File: src/sv/sbcd_pkg.sv
// Shared types and constants for the sphere boundary crossing detector.
package sbcd_pkg;

    localparam int COORD_WIDTH   = 32;
    localparam int FRACTION_BITS = 16;
    localparam int RADIUS_W      = 32;
    localparam int FRAC_FIELD_W  = 17;

    localparam logic [1:0] ST_NONE      = 2'd0;
    localparam logic [1:0] ST_CROSS     = 2'd1;
    localparam logic [1:0] ST_MALFORMED = 2'd2;

    typedef struct packed {
        logic signed [31:0] before_x;
        logic signed [31:0] before_y;
        logic signed [31:0] before_z;
        logic signed [31:0] after_x;
        logic signed [31:0] after_y;
        logic signed [31:0] after_z;
    } t_in;

    typedef struct packed {
        logic [1:0]              status;
        logic [FRAC_FIELD_W-1:0] crossing_fraction;
    } t_out;

endpackage

File: src/sv/sbcd_frac.sv
// Radius compare, pipelined fraction divide and output register.
module sbcd_frac #(
    parameter int CW = sbcd_pkg::COORD_WIDTH,
    parameter int FB = sbcd_pkg::FRACTION_BITS
) (
    input  logic                           i_clk,
    input  logic                           i_rst_n,
    input  logic                           i_en,
    input  logic                           i_valid,
    input  logic [CW-1:0]                  i_r0,
    input  logic [CW-1:0]                  i_r1,
    input  logic [sbcd_pkg::RADIUS_W-1:0]  i_radius,
    output logic                           o_valid,
    output sbcd_pkg::t_out                 o_item
);

    localparam int DW = sbcd_pkg::RADIUS_W;

    logic [DW-1:0] n_r0, n_r1, n_num, n_den;
    logic [1:0]    n_status;

    logic [DW-1:0] r_rem    [0:FB];
    logic [FB-1:0] r_q      [0:FB];
    logic [DW-1:0] r_den    [0:FB];
    logic [1:0]    r_status [0:FB];
    logic          r_dz     [0:FB];
    logic          r_ovf    [0:FB];
    logic          r_v      [0:FB];

    logic [FB:0]   n_frac;
    logic          r_ov;
    sbcd_pkg::t_out r_out;

    always_comb begin
        n_r0     = DW'(i_r0);
        n_r1     = DW'(i_r1);
        n_num    = '0;
        n_den    = '0;
        n_status = sbcd_pkg::ST_NONE;
        if (i_radius == '0) begin
            n_status = sbcd_pkg::ST_MALFORMED;
        end else if (n_r0 < i_radius && n_r1 > i_radius) begin
            n_status = sbcd_pkg::ST_CROSS;
            n_num    = i_radius - n_r0;
            n_den    = n_r1 - n_r0;
        end else if (n_r0 > i_radius && n_r1 < i_radius) begin
            n_status = sbcd_pkg::ST_CROSS;
            n_num    = n_r0 - i_radius;
            n_den    = n_r0 - n_r1;
        end
    end

    always_ff @(posedge i_clk) begin
        if (!i_rst_n) begin
            r_v[0] <= 1'b0;
        end else if (i_en) begin
            r_v[0] <= i_valid;
        end
    end

    always_ff @(posedge i_clk) begin
        if (i_en) begin
            r_rem[0]    <= n_num;
            r_q[0]      <= '0;
            r_den[0]    <= n_den;
            r_status[0] <= n_status;
            r_dz[0]     <= (n_den == '0);
            r_ovf[0]    <= (n_num >= n_den);
        end
    end

    for (genvar k = 0; k < FB; k++) begin : g_div
        logic [DW:0] n_shift;
        logic [DW:0] n_sub;
        logic        n_ge;

        always_comb begin
            n_shift = {r_rem[k], 1'b0};
            n_ge    = (n_shift >= {1'b0, r_den[k]});
            n_sub   = n_shift - {1'b0, r_den[k]};
        end

        always_ff @(posedge i_clk) begin
            if (!i_rst_n) begin
                r_v[k+1] <= 1'b0;
            end else if (i_en) begin
                r_v[k+1] <= r_v[k];
            end
        end

        always_ff @(posedge i_clk) begin
            if (i_en) begin
                r_rem[k+1]    <= n_ge ? n_sub[DW-1:0] : n_shift[DW-1:0];
                r_q[k+1]      <= {r_q[k][FB-2:0], n_ge};
                r_den[k+1]    <= r_den[k];
                r_status[k+1] <= r_status[k];
                r_dz[k+1]     <= r_dz[k];
                r_ovf[k+1]    <= r_ovf[k];
            end
        end
    end

    always_comb begin
        if (r_status[FB] != sbcd_pkg::ST_CROSS) begin
            n_frac = '0;
        end else if (r_dz[FB]) begin
            n_frac = (FB+1)'(1) << (FB - 1);
        end else if (r_ovf[FB]) begin
            n_frac = (FB+1)'(1) << FB;
        end else begin
            n_frac = {1'b0, r_q[FB]};
        end
    end

    always_ff @(posedge i_clk) begin
        if (!i_rst_n) begin
            r_ov <= 1'b0;
        end else if (i_en) begin
            r_ov <= r_v[FB];
        end
    end

    always_ff @(posedge i_clk) begin
        if (i_en) begin
            r_out.status            <= r_status[FB];
            r_out.crossing_fraction <= sbcd_pkg::FRAC_FIELD_W'(n_frac);
        end
    end

    assign o_valid = r_ov;
    assign o_item  = r_out;

endmodule

File: config.mk
export PLATFORM = sky130hd
export DESIGN_NAME = sbcd_frac
export DESIGN_NICKNAME = d
export VERILOG_FILES = /design/src/sv/sbcd_pkg.sv /design/src/sv/sbcd_frac.sv
export SDC_FILE = /design/constraint.sdc
export NUM_CORES = 2
export LEC_CHECK = 0
export BUFFER_PORTS_ARGS = -buffer_cell sky130_fd_sc_hd__buf_2
export CAP_MARGIN = 30
export CORE_MARGIN = 4
export CORE_UTILIZATION = 55
export CTS_BUF_LIST = sky130_fd_sc_hd__clkbuf_2
export CTS_CLUSTER_DIAMETER = 40
export DETAILED_ROUTE_END_ITERATION = 16
export PLACE_DENSITY = 0.71
export SYNTH_ARGS = -nofsm -noshare
export SYNTH_HDL_FRONTEND = slang
export SYNTH_SLANG_ARGS = --single-unit
export TNS_END_PERCENT = 50
File: constraint.sdc
create_clock -name i_clk -period 6.89 [get_ports i_clk]
set_clock_uncertainty 0.1 [all_clocks]
set_input_delay 1.0335 -clock i_clk [delete_from_list [all_inputs] [get_ports i_clk]]
set_output_delay 1.0335 -clock i_clk [all_outputs]
set_load 0.01 [all_outputs]
== Word level (Yosys, flattened, before mapping) ==
Memories as Yosys holds them, arrays and structs flattened. A register that Yosys moved wholly into a read port is not among the register bits.
Index checks and enable logic that the tools add are counted.

* Add/sub/neg operators: 20
* Magnitude comparators: 21
* Equality and inequality tests: 1
* Reductions and logical operators: 7
* Bitwise logic cells: 17
* Muxes and demuxes: 49

{| class="wikitable"
|+ Operators by type and width
! cell !! count
|-
| $mux 32 || 22
|-
| $sub 32x32->32 || 20
|-
| $ge 33x32->1 || 16
|-
| $gt 32x32->1 || 2
|-
| $logic_not 32->1 || 2
|-
| $lt 32x32->1 || 2
|-
| $ge 32x32->1 || 1
|-
| $mux 1 || 24
|-
| $mux 17 || 1
|-
| $or 1x1->1 || 17
|-
| $mux 16 || 1
|-
| $reduce_or 3->1 || 1
|-
| $logic_and 1x1->1 || 2
|-
| $mux 2 || 1
|-
| $ne 2x1->1 const B || 1
|-
| $reduce_or 2->1 || 1
|-
| $logic_not 1->1 || 1
|}

* Memories: 7
* Output and inout bits: 20
* RAM bits: 1445
* Register bits after elaboration: 19

{| class="wikitable"
|+ Memory list
! memory !! words !! width !! read ports !! clocked after Yosys merged registers in !! write ports !! line !! RTL
|-
| r_den || 17 || 32 || 16 || 0 || 17 || sbcd_frac.sv:24 || <nowiki>logic [DW-1:0] r_den [0:FB];</nowiki>
|-
| r_rem || 17 || 32 || 16 || 0 || 17 || sbcd_frac.sv:22 || <nowiki>logic [DW-1:0] r_rem [0:FB];</nowiki>
|-
| r_q || 17 || 16 || 17 || 0 || 17 || sbcd_frac.sv:23 || <nowiki>logic [FB-1:0] r_q [0:FB];</nowiki>
|-
| r_status || 17 || 2 || 17 || 0 || 17 || sbcd_frac.sv:25 || <nowiki>logic [1:0] r_status [0:FB];</nowiki>
|-
| r_dz || 17 || 1 || 17 || 0 || 17 || sbcd_frac.sv:26 || <nowiki>logic r_dz [0:FB];</nowiki>
|-
| r_ovf || 17 || 1 || 17 || 0 || 17 || sbcd_frac.sv:27 || <nowiki>logic r_ovf [0:FB];</nowiki>
|-
| +1 memories || -- || -- || -- || -- || -- || -- ||
|}

== Depth between registers and ports, before layout ==
* Depth after elaboration: 6
* Gate-level depth with buffers: 31
* Gate-level depth less buffers: 28

== Least setup slack after synthesis ==
Ideal clock, no wire load.

* Kind: in2reg
* Start: input i_r0[0]
* End: memory r_ovf[0][0], data pin
* Stages on the path: 30
* Data required time: 6522 ps
* Setup time: 268 ps
* Data arrival time: 5819 ps
* Path slack: 703 ps
* Cells stage by stage: inv_1 ha_1 inv_1 fa_1 a211oi_2 o21ai_1 o31a_1 a221o_1 a21oi_2 nand3_1 buf_2 buf_2 nand2_1 a31o_2 a32oi_1 o41ai_1 xnor2_1 nor2_1 ha_1 a21o_1 a21oi_1 nor2b_1 o21ai_0 nand2b_1 a21oi_1 nor2b_1 o21ai_0 nand2b_1 a2111oi_0 a21oi_1

{| class="wikitable"
|+ RTL lines
! what !! line !! RTL
|-
| from (decl) || sbcd_frac.sv:10 || <nowiki>input logic [CW-1:0] i_r0,</nowiki>
|-
| to (decl) || sbcd_frac.sv:27 ||
|}

==> metrics.yaml <==
status: "completed"
timing.final.crit_share_pct: 88.4
grt_max_degree: 189
yosys-top-cells-area: "edfxtp_1 (49%), ha_1 (11%), inv_1 (4.0%)"
dr.pass1.iters: 8
ant_nets: 0
yosysSeqAreaShare_pct: 49.5
maxCapViolCount: 0
rsz0062_at_grt: "false"
p_per_area_mw_per_mm2: 420
hold_path_class: "reg2reg"
setup_ws_ns: 0.796
synthCells: 7157
start_util_pct: 55.6
clockBufferDepth: 4
overflow: 0
clk_pin_slew_worst_paths_ns: 0.11
grt_pass1_vias: 55000
fp.dieW_um: 381
numPlacedInstances: 9078
die-area_mm2: 0.146
r2r-end: "r_rem[0][163]$_DFFE_PP_"
setup_viol: 0
crit_type: "in2reg"
synth-edff-count: 1263
rrSetupSlack_ns: 1.69
netlist_area_mm2: 0.0767
area_growth_pct: 9.00
hold_viol: 0
regToRegStartpoint: "r_den[0][131]$_DFFE_PP_"
setup_tns_ns: 0
finalCriticalPeriod_ns: 6.09
cts_buffers: 347
viasPerCell: 5.77
coreArea_mm2: 0.138
syn_nets: 7976
grtUsageTotal_pct: 25.7
tightest_slew_ns: 1.17
whs_endpoint: "r_q[0][99]$_DFFE_PP_"
hold_depth: 0
dp_hpwl_um: 145000
post_cts_resized: 0
netlist.area_leader.share_pct: 49.4
async_flop_share_pct: 0
reg2reg_depth: 16
cts_root_buf: "clkbuf_2"
cellLeakagePower_nw: 35.9
first_iter_violations: 4485
irDropWorstVdd_uv: 229
grt_pass1_wl_um: 297000
ys.flop_type: "edfxtp_1"
antenna_found_initial: 5
synth-seq-cells: 1265
crit_path_end_kind: "flop"
clock_sinks: 1265
cp-start-kind: "primary input"
vias: 56200
nets: 8459
cts_tree: "yes"
power_mw: 35.2
ys_types: 94
drive_gt1_share_pct: 12.0
max_slew_margin_pct: 22.1
wl_per_cell_um: 19.6
place_congestion: 0.937
required_ns: 8.21
fmax_ghz: 0.164
clkLatencyLatePin_ns: 1.71
avgSynthCellArea_um2: 10.7
place_ws_ns: -0.00713
num_rows: 136
cp.arrival_ns: 7.41
numPortBuffers: 119
io_pins: 120
drc: 0
holdCritStartpoint: "r_q[0][82]$_DFFE_PP_"
maxSlewViolCount: 0
cts_htree_levels: 5
ys_warn_count: 0
drt_wl_total_um: 191000
yosysTopAreaCell: "edfxtp_1"
die_y_um: 381
instances_no_fill: 9737
path_max_fanout: 10
==> stage by stage <==
step | hold WS [ns] | utilization (%) | cell area (µm²)
6_report | 0.149 | 60.6 | 83600
5_1_grt | 0.0321 | 60.6 | 83600
4_1_cts | 0.00184 | 60.6 | 83600
3_5_place_dp | 0.305 | 57.9 | 79900
3_3_place_gp | 0.301 | 57.9 | 79900
2_1_floorplan | 0.300 | - | 76700
==> power breakdown <==
part | switching, mW | internal [mW]
sequential | 1.27 | 11.5
clock | 3.07 | 2.03
combinational | 9.86 | 7.42
==> flip-flops by register name (all words and copies together) (netlist names) <==
| register | flops |
|---|---|
| r_status | 34 |
| r_rem | 512 |
| r_ovf | 17 |
| o_valid | 1 |
| r_v | 17 |
| r_dz | 17 |
| r_q | 136 |
| r_den | 512 |
| o_item | 19 |
==> synth_stat cells, drive strengths merged (102+ instances only) <==
master and n:
inv 823, nor2 412, o21ai 501, mux2 138, clkbuf 102, xnor2 246, nand2 505, a21oi 564
edfxtp 1263, xor2 167, ha 700, nand2b 103, a21o 254
==> metal layers <==
metal | share of wire, % | global-route usage [%]
met3 | 5.6 | 4.73
met4 | 3.4 | 9.55
met5 | 0 | 0
met1 | 42 | 32.7
met2 | 49 | 43.8
==> critical path, cell delays in order <==
cell and delay [ns]:
dlygate4sd3_1 0.53, buf_2 0.15, nor4_1 0.32, dlygate4sd3_1 0.61
nand4_1 0.08, dlygate4sd3_1 0.59, nor2_1 0.11, dlygate4sd3_1 0.57
buf_4 0.24, a21oi_1 0.12, nor3b_2 0.22, nor2_4 0.19
inv_1 0.09, nand2b_1 0.10, ha_1 0.23, nand2b_1 0.14
a21o_1 0.17, a21o_1 0.17, a21o_1 0.17, a21o_1 0.17
a21o_1 0.19, a211oi_1 0.27, o21ai_0 0.21, a21oi_1 0.32
nor3_1 0.07, o21ai_0 0.25, a21oi_1 0.12
==> what timing repair did <==
item / in CTS / in global routing
setup buffers: 0 / 0
hold endpoints to repair: 186 / 0
hold buffers: 74 / 0
==> placed cells by master, fill, tap and decap left out, types with 167 or more instances in the layout <==
cell and instances:
ha_1 700, nand2_1 502, xor2_1 167, a21o_1 254, o21ai_0 489, a21oi_1 560, clkbuf_2 456, nor2_1 407
inv_1 823, xnor2_1 246, edfxtp_1 1263
==> final cells by class <==
cell class | instances | area (µm²)
Fill cell | 11500 | 54400
Sequential cell | 1265 | 38000
Multi-Input combinational cell | 4913 | 35100
Inverter | 823 | 3090
Tap cell | 1863 | 2330
Clock buffer | 455 | 2280
Timing Repair Buffer | 290 | 2200
Clock inverter | 121 | 651
Antenna cell | 7 | 17.5
==> worst max path at each step <==
stage,endpoint,slack [ns],start
after global placement,r_ovf[0][0]$_DFFE_PP_,0.06,i_radius[0]
final,r_ovf[0][0]$_DFFE_PP_,0.80,i_radius[17]
after floorplan,r_ovf[0][0]$_DFFE_PP_,0.70,i_r0[0]
after detailed placement,r_ovf[0][0]$_DFFE_PP_,-0.007,i_radius[0]
after global routing,r_ovf[0][0]$_DFFE_PP_,0.79,i_r0[0]
after CTS,r_ovf[0][0]$_DFFE_PP_,1.17,i_radius[17]
==> kinds of logic (layout without fill, tap and decap cells) <==
logic type | count (synthesis) | after routing | synth area share (%)
multiplexers | 168 | 168 | 2.42
buffers and inverters | 979 | 1689 | 4.91
AND/OR/NAND/NOR | 1663 | 1663 | 10.5
flip-flops | 1265 | 1265 | 49.5
adder cells (fa/ha/maj) | 719 | 719 | 11.9
other | 0 | 7 | 0
XOR/XNOR | 413 | 413 | 4.72
AO/OA/AOI/OAI | 1950 | 1950 | 16.0
Note: power is estimated with default switching activity, not from simulation.
